## src/sv/lpht_pkg.sv

```systemverilog
// lpht_pkg: shared widths, operation and status codes, memory word and command types
// for the linear probing hash table; no dependencies
package lpht_pkg;

    localparam int OP_W           = 2;
    localparam int KEY_W          = 31;
    localparam int ST_W           = 2;
    localparam int SLOT_W         = 3;
    localparam int TABLE_SIZE_DEF = 8;
    localparam int ADDR_MAX_W     = 10;
    localparam int DIGIT_BITS     = 8;
    localparam int KEY_DIGITS     = 4;

    typedef enum logic [OP_W-1:0] {
        OP_INSERT = 2'd0,
        OP_DELETE = 2'd1,
        OP_SEARCH = 2'd2
    } t_op;

    typedef enum logic [ST_W-1:0] {
        ST_OK      = 2'd0,
        ST_FULL    = 2'd1,
        ST_MISSING = 2'd2
    } t_status;

    typedef struct packed {
        logic             vld;
        logic [KEY_W-1:0] key;
    } t_entry;

    typedef struct packed {
        logic                  rd_en;
        logic [ADDR_MAX_W-1:0] rd_addr;
        logic                  wr_en;
        logic [ADDR_MAX_W-1:0] wr_addr;
        t_entry                wr_data;
    } t_mem_cmd;

endpackage

```

## src/sv/lpht_if.sv

```systemverilog
// lpht_req_if and lpht_rsp_if: valid/ready channels for request and result items
// depends on lpht_pkg
interface lpht_req_if;
    import lpht_pkg::*;

    logic             valid;
    logic             ready;
    logic [OP_W-1:0]  req_type;
    logic [KEY_W-1:0] key;

    modport source (output valid, output req_type, output key, input ready);
    modport sink   (input valid, input req_type, input key, output ready);
endinterface

interface lpht_rsp_if;
    import lpht_pkg::*;

    logic              valid;
    logic              ready;
    logic [ST_W-1:0]   status;
    logic [SLOT_W-1:0] slot;

    modport source (output valid, output status, output slot, input ready);
    modport sink   (input valid, input status, input slot, output ready);
endinterface

```

## src/sv/linear_probe_hash_table_unit.sv

```systemverilog
// linear_probe_hash_table_unit: top level of the linear probing hash table
// depends on lpht_pkg, lpht_if, lpht_mod_unit and lpht_table
//
// usage:
//   i_req carries one request item (req_type insert/delete/search, 31-bit key),
//   o_rsp returns one result item (status, slot) per request, in order.
//   the block handles one request at a time: the key is reduced modulo
//   TABLE_SIZE one 8-bit digit per cycle, 4 digits in all, then the slot memory
//   is read one slot per cycle along the probe sequence until a hit or until
//   all TABLE_SIZE slots are checked.
//   a new request is taken only in the idle state, once the previous item has
//   left the finish state. the single memory read port sets the probe rate.
//   after reset a clearing pass writes every slot empty, with i_req.ready low.
//   the result sits in an output register; while the receiver stalls, the
//   next request is still accepted and processed, and its result waits in the
//   finish state until the output register is free.
module linear_probe_hash_table_unit #(
    parameter int TABLE_SIZE = lpht_pkg::TABLE_SIZE_DEF
) (
    input  logic       i_clk,
    input  logic       i_rst_n,
    lpht_req_if.sink   i_req,
    lpht_rsp_if.source o_rsp
);
    import lpht_pkg::*;

    localparam int IW = $clog2(TABLE_SIZE);
    localparam int CW = $clog2(TABLE_SIZE + 1);
    localparam logic [IW-1:0] LAST_IDX = IW'(TABLE_SIZE - 1);
    localparam logic [CW-1:0] N_CNT    = CW'(TABLE_SIZE);
    localparam logic [CW-1:0] N_LAST   = CW'(TABLE_SIZE - 1);

    typedef enum logic [4:0] {
        S_CLEAR = 5'b00001,
        S_IDLE  = 5'b00010,
        S_MOD   = 5'b00100,
        S_PROBE = 5'b01000,
        S_DONE  = 5'b10000
    } t_state;

    t_state            r_state,      n_state;
    logic [OP_W-1:0]   r_op,         n_op;
    logic [KEY_W-1:0]  r_key,        n_key;
    logic [IW-1:0]     r_idx,        n_idx;
    logic [CW-1:0]     r_issued,     n_issued;
    logic              r_chk_vld,    n_chk_vld;
    logic [IW-1:0]     r_chk_idx,    n_chk_idx;
    logic              r_chk_last,   n_chk_last;
    logic              r_hit,        n_hit;
    logic [IW-1:0]     r_hit_idx,    n_hit_idx;
    logic [IW-1:0]     r_clr_addr,   n_clr_addr;
    logic              r_out_vld,    n_out_vld;
    t_status           r_out_status, n_out_status;
    logic [SLOT_W-1:0] r_out_slot,   n_out_slot;

    t_mem_cmd      mem_cmd;
    t_entry        mem_rdata;
    logic          in_fire;
    logic          out_free;
    logic          probe_hit;
    logic          mod_done;
    logic [IW-1:0] mod_rem;
    t_status       fin_status;

    lpht_mod_unit #(.TABLE_SIZE(TABLE_SIZE)) u_mod (
        .i_clk   (i_clk),
        .i_rst_n (i_rst_n),
        .i_start (in_fire),
        .i_key   (i_req.key),
        .o_done  (mod_done),
        .o_rem   (mod_rem)
    );

    lpht_table #(.TABLE_SIZE(TABLE_SIZE)) u_table (
        .i_clk   (i_clk),
        .i_cmd   (mem_cmd),
        .o_rdata (mem_rdata)
    );

    assign i_req.ready  = (r_state == S_IDLE);
    assign in_fire      = i_req.valid && i_req.ready;
    assign out_free     = !r_out_vld || o_rsp.ready;
    assign o_rsp.valid  = r_out_vld;
    assign o_rsp.status = r_out_status;
    assign o_rsp.slot   = r_out_slot;

    assign probe_hit = r_chk_vld && ((r_op == OP_INSERT) ? !mem_rdata.vld
                       : (mem_rdata.vld && (mem_rdata.key == r_key)));

    always_comb begin
        case (r_op) inside
            OP_INSERT:            fin_status = r_hit ? ST_OK : ST_FULL;
            OP_DELETE, OP_SEARCH: fin_status = r_hit ? ST_OK : ST_MISSING;
            default:              fin_status = ST_MISSING;
        endcase
    end

    always_comb begin
        n_state      = r_state;
        n_op         = r_op;
        n_key        = r_key;
        n_idx        = r_idx;
        n_issued     = r_issued;
        n_chk_vld    = r_chk_vld;
        n_chk_idx    = r_chk_idx;
        n_chk_last   = r_chk_last;
        n_hit        = r_hit;
        n_hit_idx    = r_hit_idx;
        n_clr_addr   = r_clr_addr;
        n_out_vld    = r_out_vld;
        n_out_status = r_out_status;
        n_out_slot   = r_out_slot;
        mem_cmd      = '0;

        if (r_out_vld && o_rsp.ready) begin
            n_out_vld = 1'b0;
        end

        unique case (r_state)
            S_CLEAR: begin
                mem_cmd.wr_en   = 1'b1;
                mem_cmd.wr_addr = ADDR_MAX_W'(r_clr_addr);
                n_clr_addr      = r_clr_addr + 1'b1;
                if (r_clr_addr == LAST_IDX) begin
                    n_state = S_IDLE;
                end
            end
            S_IDLE: begin
                if (in_fire) begin
                    n_op    = i_req.req_type;
                    n_key   = i_req.key;
                    n_state = S_MOD;
                end
            end
            S_MOD: begin
                if (mod_done) begin
                    n_idx     = mod_rem;
                    n_issued  = '0;
                    n_chk_vld = 1'b0;
                    n_hit     = 1'b0;
                    n_state   = S_PROBE;
                end
            end
            S_PROBE: begin
                n_chk_vld = 1'b0;
                if (r_issued != N_CNT) begin
                    mem_cmd.rd_en   = 1'b1;
                    mem_cmd.rd_addr = ADDR_MAX_W'(r_idx);
                    n_idx           = (r_idx == LAST_IDX) ? '0 : r_idx + 1'b1;
                    n_issued        = r_issued + 1'b1;
                    n_chk_vld       = 1'b1;
                    n_chk_idx       = r_idx;
                    n_chk_last      = (r_issued == N_LAST);
                end
                if (probe_hit) begin
                    n_hit     = 1'b1;
                    n_hit_idx = r_chk_idx;
                    n_state   = S_DONE;
                end else if (r_chk_vld && r_chk_last) begin
                    n_state = S_DONE;
                end
            end
            S_DONE: begin
                if (out_free) begin
                    n_out_vld    = 1'b1;
                    n_out_status = fin_status;
                    n_out_slot   = (fin_status == ST_OK) ? SLOT_W'(r_hit_idx) : '0;
                    if (r_hit && (r_op == OP_INSERT || r_op == OP_DELETE)) begin
                        mem_cmd.wr_en       = 1'b1;
                        mem_cmd.wr_addr     = ADDR_MAX_W'(r_hit_idx);
                        mem_cmd.wr_data.vld = (r_op == OP_INSERT);
                        mem_cmd.wr_data.key = r_key;
                    end
                    n_state = S_IDLE;
                end
            end
            default: begin
                n_state = S_CLEAR;
            end
        endcase
    end

    always_ff @(posedge i_clk) begin
        if (!i_rst_n) begin
            r_state    <= S_CLEAR;
            r_clr_addr <= '0;
            r_chk_vld  <= 1'b0;
            r_issued   <= '0;
            r_hit      <= 1'b0;
            r_out_vld  <= 1'b0;
        end else begin
            r_state    <= n_state;
            r_clr_addr <= n_clr_addr;
            r_chk_vld  <= n_chk_vld;
            r_issued   <= n_issued;
            r_hit      <= n_hit;
            r_out_vld  <= n_out_vld;
        end
    end

    always_ff @(posedge i_clk) begin
        r_op         <= n_op;
        r_key        <= n_key;
        r_idx        <= n_idx;
        r_chk_idx    <= n_chk_idx;
        r_chk_last   <= n_chk_last;
        r_hit_idx    <= n_hit_idx;
        r_out_status <= n_out_status;
        r_out_slot   <= n_out_slot;
    end

`ifndef NO_ASSERTIONS
    a_wr_state: assert property (@(posedge i_clk) disable iff (!i_rst_n)
        mem_cmd.wr_en |-> (r_state == S_DONE || r_state == S_CLEAR))
        else $error("slot memory written outside finish or clearing");
    a_rd_wr_excl: assert property (@(posedge i_clk) disable iff (!i_rst_n)
        !(mem_cmd.rd_en && mem_cmd.wr_en))
        else $error("slot memory read and written in the same cycle");
    a_issue_bound: assert property (@(posedge i_clk) disable iff (!i_rst_n)
        (r_state == S_PROBE) |-> (r_issued <= N_CNT))
        else $error("more probes than slots");
    a_miss_slot: assert property (@(posedge i_clk) disable iff (!i_rst_n)
        (r_out_vld && r_out_status != ST_OK) |-> (r_out_slot == '0))
        else $error("nonzero slot on failed request");
    a_mod_state: assert property (@(posedge i_clk) disable iff (!i_rst_n)
        mod_done |-> (r_state == S_MOD))
        else $error("modulo result outside reduction state");
`endif
endmodule

```

## src/sv/lpht_mod_unit.sv

```systemverilog
// lpht_mod_unit: iterative key modulo table size, one 8-bit digit per cycle
// depends on lpht_pkg
module lpht_mod_unit #(
    parameter int TABLE_SIZE = lpht_pkg::TABLE_SIZE_DEF
) (
    input  logic                             i_clk,
    input  logic                             i_rst_n,
    input  logic                             i_start,
    input  logic [lpht_pkg::KEY_W-1:0]       i_key,
    output logic                             o_done,
    output logic [$clog2(TABLE_SIZE)-1:0]    o_rem
);
    import lpht_pkg::*;

    localparam int IW    = $clog2(TABLE_SIZE);
    localparam int TW    = IW + DIGIT_BITS;
    localparam int PAD_W = KEY_DIGITS * DIGIT_BITS;
    localparam int CNT_W = $clog2(KEY_DIGITS);
    localparam logic [TW-1:0]    N_W      = TW'(TABLE_SIZE);
    localparam logic [CNT_W-1:0] CNT_LAST = CNT_W'(KEY_DIGITS - 1);

    logic             r_busy;
    logic             r_done;
    logic [CNT_W-1:0] r_cnt;
    logic [PAD_W-1:0] r_sh;
    logic [IW-1:0]    r_rem;
    logic [IW-1:0]    n_rem;
    logic [TW-1:0]    part;

    // restoring reduction of {remainder, digit}
    always_comb begin
        part = {r_rem, r_sh[PAD_W-1 -: DIGIT_BITS]};
        for (int j = DIGIT_BITS - 1; j >= 0; j--) begin
            if (part >= (N_W << j)) begin
                part = part - (N_W << j);
            end
        end
        n_rem = part[IW-1:0];
    end

    always_ff @(posedge i_clk) begin
        if (!i_rst_n) begin
            r_busy <= 1'b0;
            r_done <= 1'b0;
            r_cnt  <= '0;
        end else begin
            r_done <= 1'b0;
            if (i_start) begin
                r_busy <= 1'b1;
                r_cnt  <= '0;
            end else if (r_busy) begin
                r_cnt <= r_cnt + 1'b1;
                if (r_cnt == CNT_LAST) begin
                    r_busy <= 1'b0;
                    r_done <= 1'b1;
                end
            end
        end
    end

    always_ff @(posedge i_clk) begin
        if (i_start) begin
            r_sh  <= PAD_W'(i_key);
            r_rem <= '0;
        end else if (r_busy) begin
            r_sh  <= r_sh << DIGIT_BITS;
            r_rem <= n_rem;
        end
    end

    assign o_done = r_done;
    assign o_rem  = r_rem;

`ifndef NO_ASSERTIONS
    a_start_idle: assert property (@(posedge i_clk) disable iff (!i_rst_n)
        i_start |-> !r_busy)
        else $error("modulo start while busy");
    a_done_pulse: assert property (@(posedge i_clk) disable iff (!i_rst_n)
        o_done |=> !o_done)
        else $error("done held longer than one cycle");
    a_rem_range: assert property (@(posedge i_clk) disable iff (!i_rst_n)
        o_done |-> (32'(o_rem) < 32'(TABLE_SIZE)))
        else $error("remainder out of range");
`endif
endmodule

```

## src/sv/lpht_table.sv

```systemverilog
// lpht_table: slot memory holding valid bit and key, one write and one read port,
// registered read data; depends on lpht_pkg
module lpht_table #(
    parameter int TABLE_SIZE = lpht_pkg::TABLE_SIZE_DEF
) (
    input  logic               i_clk,
    input  lpht_pkg::t_mem_cmd i_cmd,
    output lpht_pkg::t_entry   o_rdata
);
    import lpht_pkg::*;

    localparam int IW = $clog2(TABLE_SIZE);

    t_entry r_mem [TABLE_SIZE];
    t_entry r_rdata;

    always_ff @(posedge i_clk) begin
        if (i_cmd.wr_en) begin
            r_mem[i_cmd.wr_addr[IW-1:0]] <= i_cmd.wr_data;
        end
        if (i_cmd.rd_en) begin
            r_rdata <= r_mem[i_cmd.rd_addr[IW-1:0]];
        end
    end

    assign o_rdata = r_rdata;
endmodule
```

## src/flat_wrapper.sv

```systemverilog
// flat-port wrapper written by rule: the top's interface ports become plain ports
module linear_probe_hash_table_unit_flat import lpht_pkg::*;
#(
    parameter int TABLE_SIZE = lpht_pkg::TABLE_SIZE_DEF
)
  (i_clk, i_rst_n, i_req_valid, i_req_req_type, i_req_key, i_req_ready, o_rsp_valid, o_rsp_status, o_rsp_slot, o_rsp_ready);
  lpht_req_if i_req_i ();
  lpht_rsp_if o_rsp_i ();
  input  logic i_clk;
  input  logic i_rst_n;
  input wire logic [$bits(i_req_i.valid)-1:0] i_req_valid;
  input wire logic [$bits(i_req_i.req_type)-1:0] i_req_req_type;
  input wire logic [$bits(i_req_i.key)-1:0] i_req_key;
  output wire logic [$bits(i_req_i.ready)-1:0] i_req_ready;
  output wire logic [$bits(o_rsp_i.valid)-1:0] o_rsp_valid;
  output wire logic [$bits(o_rsp_i.status)-1:0] o_rsp_status;
  output wire logic [$bits(o_rsp_i.slot)-1:0] o_rsp_slot;
  input wire logic [$bits(o_rsp_i.ready)-1:0] o_rsp_ready;
  assign i_req_i.valid = i_req_valid;
  assign i_req_i.req_type = i_req_req_type;
  assign i_req_i.key = i_req_key;
  assign i_req_ready = i_req_i.ready;
  assign o_rsp_valid = o_rsp_i.valid;
  assign o_rsp_status = o_rsp_i.status;
  assign o_rsp_slot = o_rsp_i.slot;
  assign o_rsp_i.ready = o_rsp_ready;
  linear_probe_hash_table_unit #(.TABLE_SIZE(TABLE_SIZE)) u_core (.i_clk(i_clk), .i_rst_n(i_rst_n), .i_req(i_req_i), .o_rsp(o_rsp_i));
endmodule
```

## config.mk

```make
export PLATFORM = sky130hd
export DESIGN_NAME = linear_probe_hash_table_unit_flat
export DESIGN_NICKNAME = d
export VERILOG_FILES = /design/src/sv/lpht_pkg.sv /design/src/sv/lpht_if.sv /design/src/sv/linear_probe_hash_table_unit.sv /design/src/sv/lpht_mod_unit.sv /design/src/sv/lpht_table.sv /design/src/flat_wrapper.sv
export SDC_FILE = /design/constraint.sdc
export NUM_CORES = 1
export LEC_CHECK = 0
export BUFFER_PORTS_ARGS = -buffer_cell sky130_fd_sc_hd__buf_2
export CAP_MARGIN = 10
export CORE_MARGIN = 5
export CORE_UTILIZATION = 50
export DETAILED_ROUTE_END_ITERATION = 10
export HOLD_SLACK_MARGIN = 0.05
export PLACE_DENSITY = 0.7
export SYNTH_ARGS = -nofsm -noshare
export SYNTH_HDL_FRONTEND = slang
export SYNTH_HIERARCHICAL = 1
export SYNTH_SLANG_ARGS = --single-unit
```

## constraint.sdc

```tcl
create_clock -name i_clk -period 6.2 [get_ports i_clk]
set_input_delay 0.93 -clock i_clk [delete_from_list [all_inputs] [get_ports i_clk]]
set_output_delay 0.93 -clock i_clk [all_outputs]
set_load 0.02 [all_outputs]
```

==> flow_summary.toml <==
[critical_path]
cp.arrival_ps = 4220
crit_required_ps = 6460
crit_slowest_cell = "and2_4"
cp.buffers_inverters = 2
rr_worst_depth = 7
worstPathCellList = "nor4_1 > nand3_1 > inv_1 > buf_4 > and2_4 > mux4_1 > mux2_2"
startpoint_type = "register"
path_class = "reg -> reg"
critPathMaxStageDelay_ps = 870
crit_family = "simple AND/OR/NAND/NOR gates"
crit_path_end_kind = "register"
critPathMaxFanout = 64
worst-path-stages = 7

[detailed_routing]
drt-vias-per-instance = 5.72
drc_errors = 0
wire_per_inst_um = 23.5
drtIter0Drc = 440
drtAntennaViolNets = 0
num_vias = 6869
firstDrtPassIters = 4
drt-total-wl_um = 28200

[clock_network]
cts_hold_buf = 0
cts.sinks = 370
clockBufferDepth = 3
cts-buffers-inserted = 38
ctsResizeCount = 0
cts_tree = "done"
clkLatencyLatePin_ps = 510
postCtsSetupBuffers = 0
clock_tree.root_cell = "clkbuf_16"
cts_max_level = 2
clk_pin_slew_ps = 60

[floorplanning]
die_area_sq_um = 32800
rows = 62
core_area_sq_um = 28800
pin_count = 44
die_w_um = 181
die-height_um = 181
initial_core_util = 0.509

[global_route]
grt-ovfl-total = 0
grt_max_degree = 65
grt_pass1_wl_um = 43600
track_usage = 0.172
grt_pass1_vias = 7385
antenna_found_initial = 0

[sta]
maxSlewHeadroom = 0.242
layout_setup_ws_ps = 2240
clock.fmax_mhz = 252
finalCriticalPeriod_ps = 3960
fin_skew_ps = 7.31
rsz0062_at_grt = "no"
finalCritPeriodShare = 0.639
finalSetupViolations = 0
tightest_slew_ps = 1130
drv_slew = 0
hold_violations = 0
fin_setup_tns_ps = 0

[power]
power_frac_clock = 0.352
power.leakage_nw = 5.47
sw_frac_of_total = 0.231
combPwrFrac = 0.116
p_per_area_nw_per_um2 = 357
power.share.sequential = 0.532
ir_drop_mv = 0.304
switchingPower_mw = 1.36
p_int_mw = 4.51

[yosys]
ys_warn_count = 6
synth_area_sq_um = 14600
syn_avg_cell_area_sq_um = 20.2
synthCells = 723
syn_nets = 769

[run]
maxCapViolations = 0

[placed_design]
io_buffers = 43
pre_cts_slack_ps = 2290
dpl.cell_count = 1136
place.gp.congestion = 0.770
dp_hpwl_um = 16100

[worst_hold_path]
holdPathStages = 0
hp-class = "reg -> reg"

[run_status]
status = "finished clean"

[cells_and_area]
final_layout_size_suffix_gt1_frac = 0.229
syn2layout_area_growth_pct = 12.1
stdcell_count = 1200
final_nets = 838
antenna_cells = 0
power by group through the flow:
stage | clock network (mW) | registers (mW) | logic [mW]
after floorplan | 0 | 3.15 | 0.446
after global placement | 0 | 3.15 | 0.652
after detailed placement | 0 | 3.17 | 0.681
after CTS | 2.11 | 3.12 | 0.687
after global routing | 2.24 | 3.14 | 0.730
final | 2.07 | 3.12 | 0.680
registers in the layout (all words and copies together), names as in the netlist, 2 cells and up:
signal and count:
u_core/o_rsp.slot 3, u_core/o_rsp.status 2, u_core/r_chk_idx 3, u_core/r_clr_addr 3
u_core/r_hit_idx 3, u_core/r_idx 3, u_core/r_issued 4, u_core/r_key 31
u_core/r_op 2, u_core/r_state 5, u_core/u_mod/o_rem 3, u_core/u_mod/r_cnt 2
u_core/u_mod/r_sh 12, u_core/u_table/o_rdata 32, u_core/u_table/r_mem 256
stage by stage:
| stage | power [mW] | cell area, sq um | hold slack (ps) | util |
|---|---|---|---|---|
| final | 5.87 | 16400 | 421 | 0.570 |
| after global routing | 6.11 | 16400 | 436 | 0.570 |
| after CTS | 5.92 | 16400 | 421 | 0.570 |
| after detailed placement | 3.85 | 15300 | 407 | 0.531 |
| after global placement | 3.80 | 15300 | 411 | 0.531 |
| after floorplan | 3.60 | 14600 | 400 | - |
layer usage:
metal  wire (um)  GRT usage  share of wire
met3        1100     0.0324          0.039
met1       12300      0.231           0.44
met4         550     0.0420          0.020
met5           0          0              0
met2       14200      0.294           0.51
cell type report:
class                      count  area, sq um
clock inverter                16          111
sequential                   370        10900
timing repair buffer          56          313
tap                          384          480
clock buffer                  48         1010
inverter                       7         26.3
fill                        2084        12400
multi-input combinational    319         3580
cell usage in the layout, fill, tap and decap left out, types with 3 or more instances in the layout:
| cell | count |
|---|---|
| inv_1 | 7 |
| nor4_1 | 10 |
| clkinv_1 | 5 |
| mux4_1 | 40 |
| clkinv_2 | 6 |
| buf_4 | 13 |
| nand2_1 | 25 |
| clkbuf_1 | 9 |
| nand4_1 | 3 |
| nor2_4 | 6 |
| xnor2_1 | 9 |
| nor2b_1 | 3 |
| nand3_1 | 9 |
| mux2_2 | 39 |
| xor2_1 | 24 |
| o21a_1 | 4 |
| and3_1 | 3 |
| and2_1 | 42 |
| nand3b_1 | 3 |
| mux4_2 | 24 |
| nand2b_1 | 6 |
| a22o_1 | 3 |
| clkbuf_16 | 39 |
| edfxtp_1 | 348 |
| a21boi_0 | 7 |
| dfxtp_1 | 22 |
| buf_2 | 43 |
| mux2i_1 | 4 |
| nor2_1 | 12 |
| ha_1 | 9 |
final timing paths:
check	slack [ps]	from	endpoint
max	2240	u_core/r_state[4]	u_core/u_table/o_rdata[19]
min	420	u_core/r_chk_idx[0]	u_core/r_hit_idx[0]
max reg2reg	2240	u_core/r_state[4]	u_core/u_table/o_rdata[19]
min reg2reg	420	u_core/r_chk_idx[0]	u_core/r_hit_idx[0]
(Power assumes the default switching activity.)
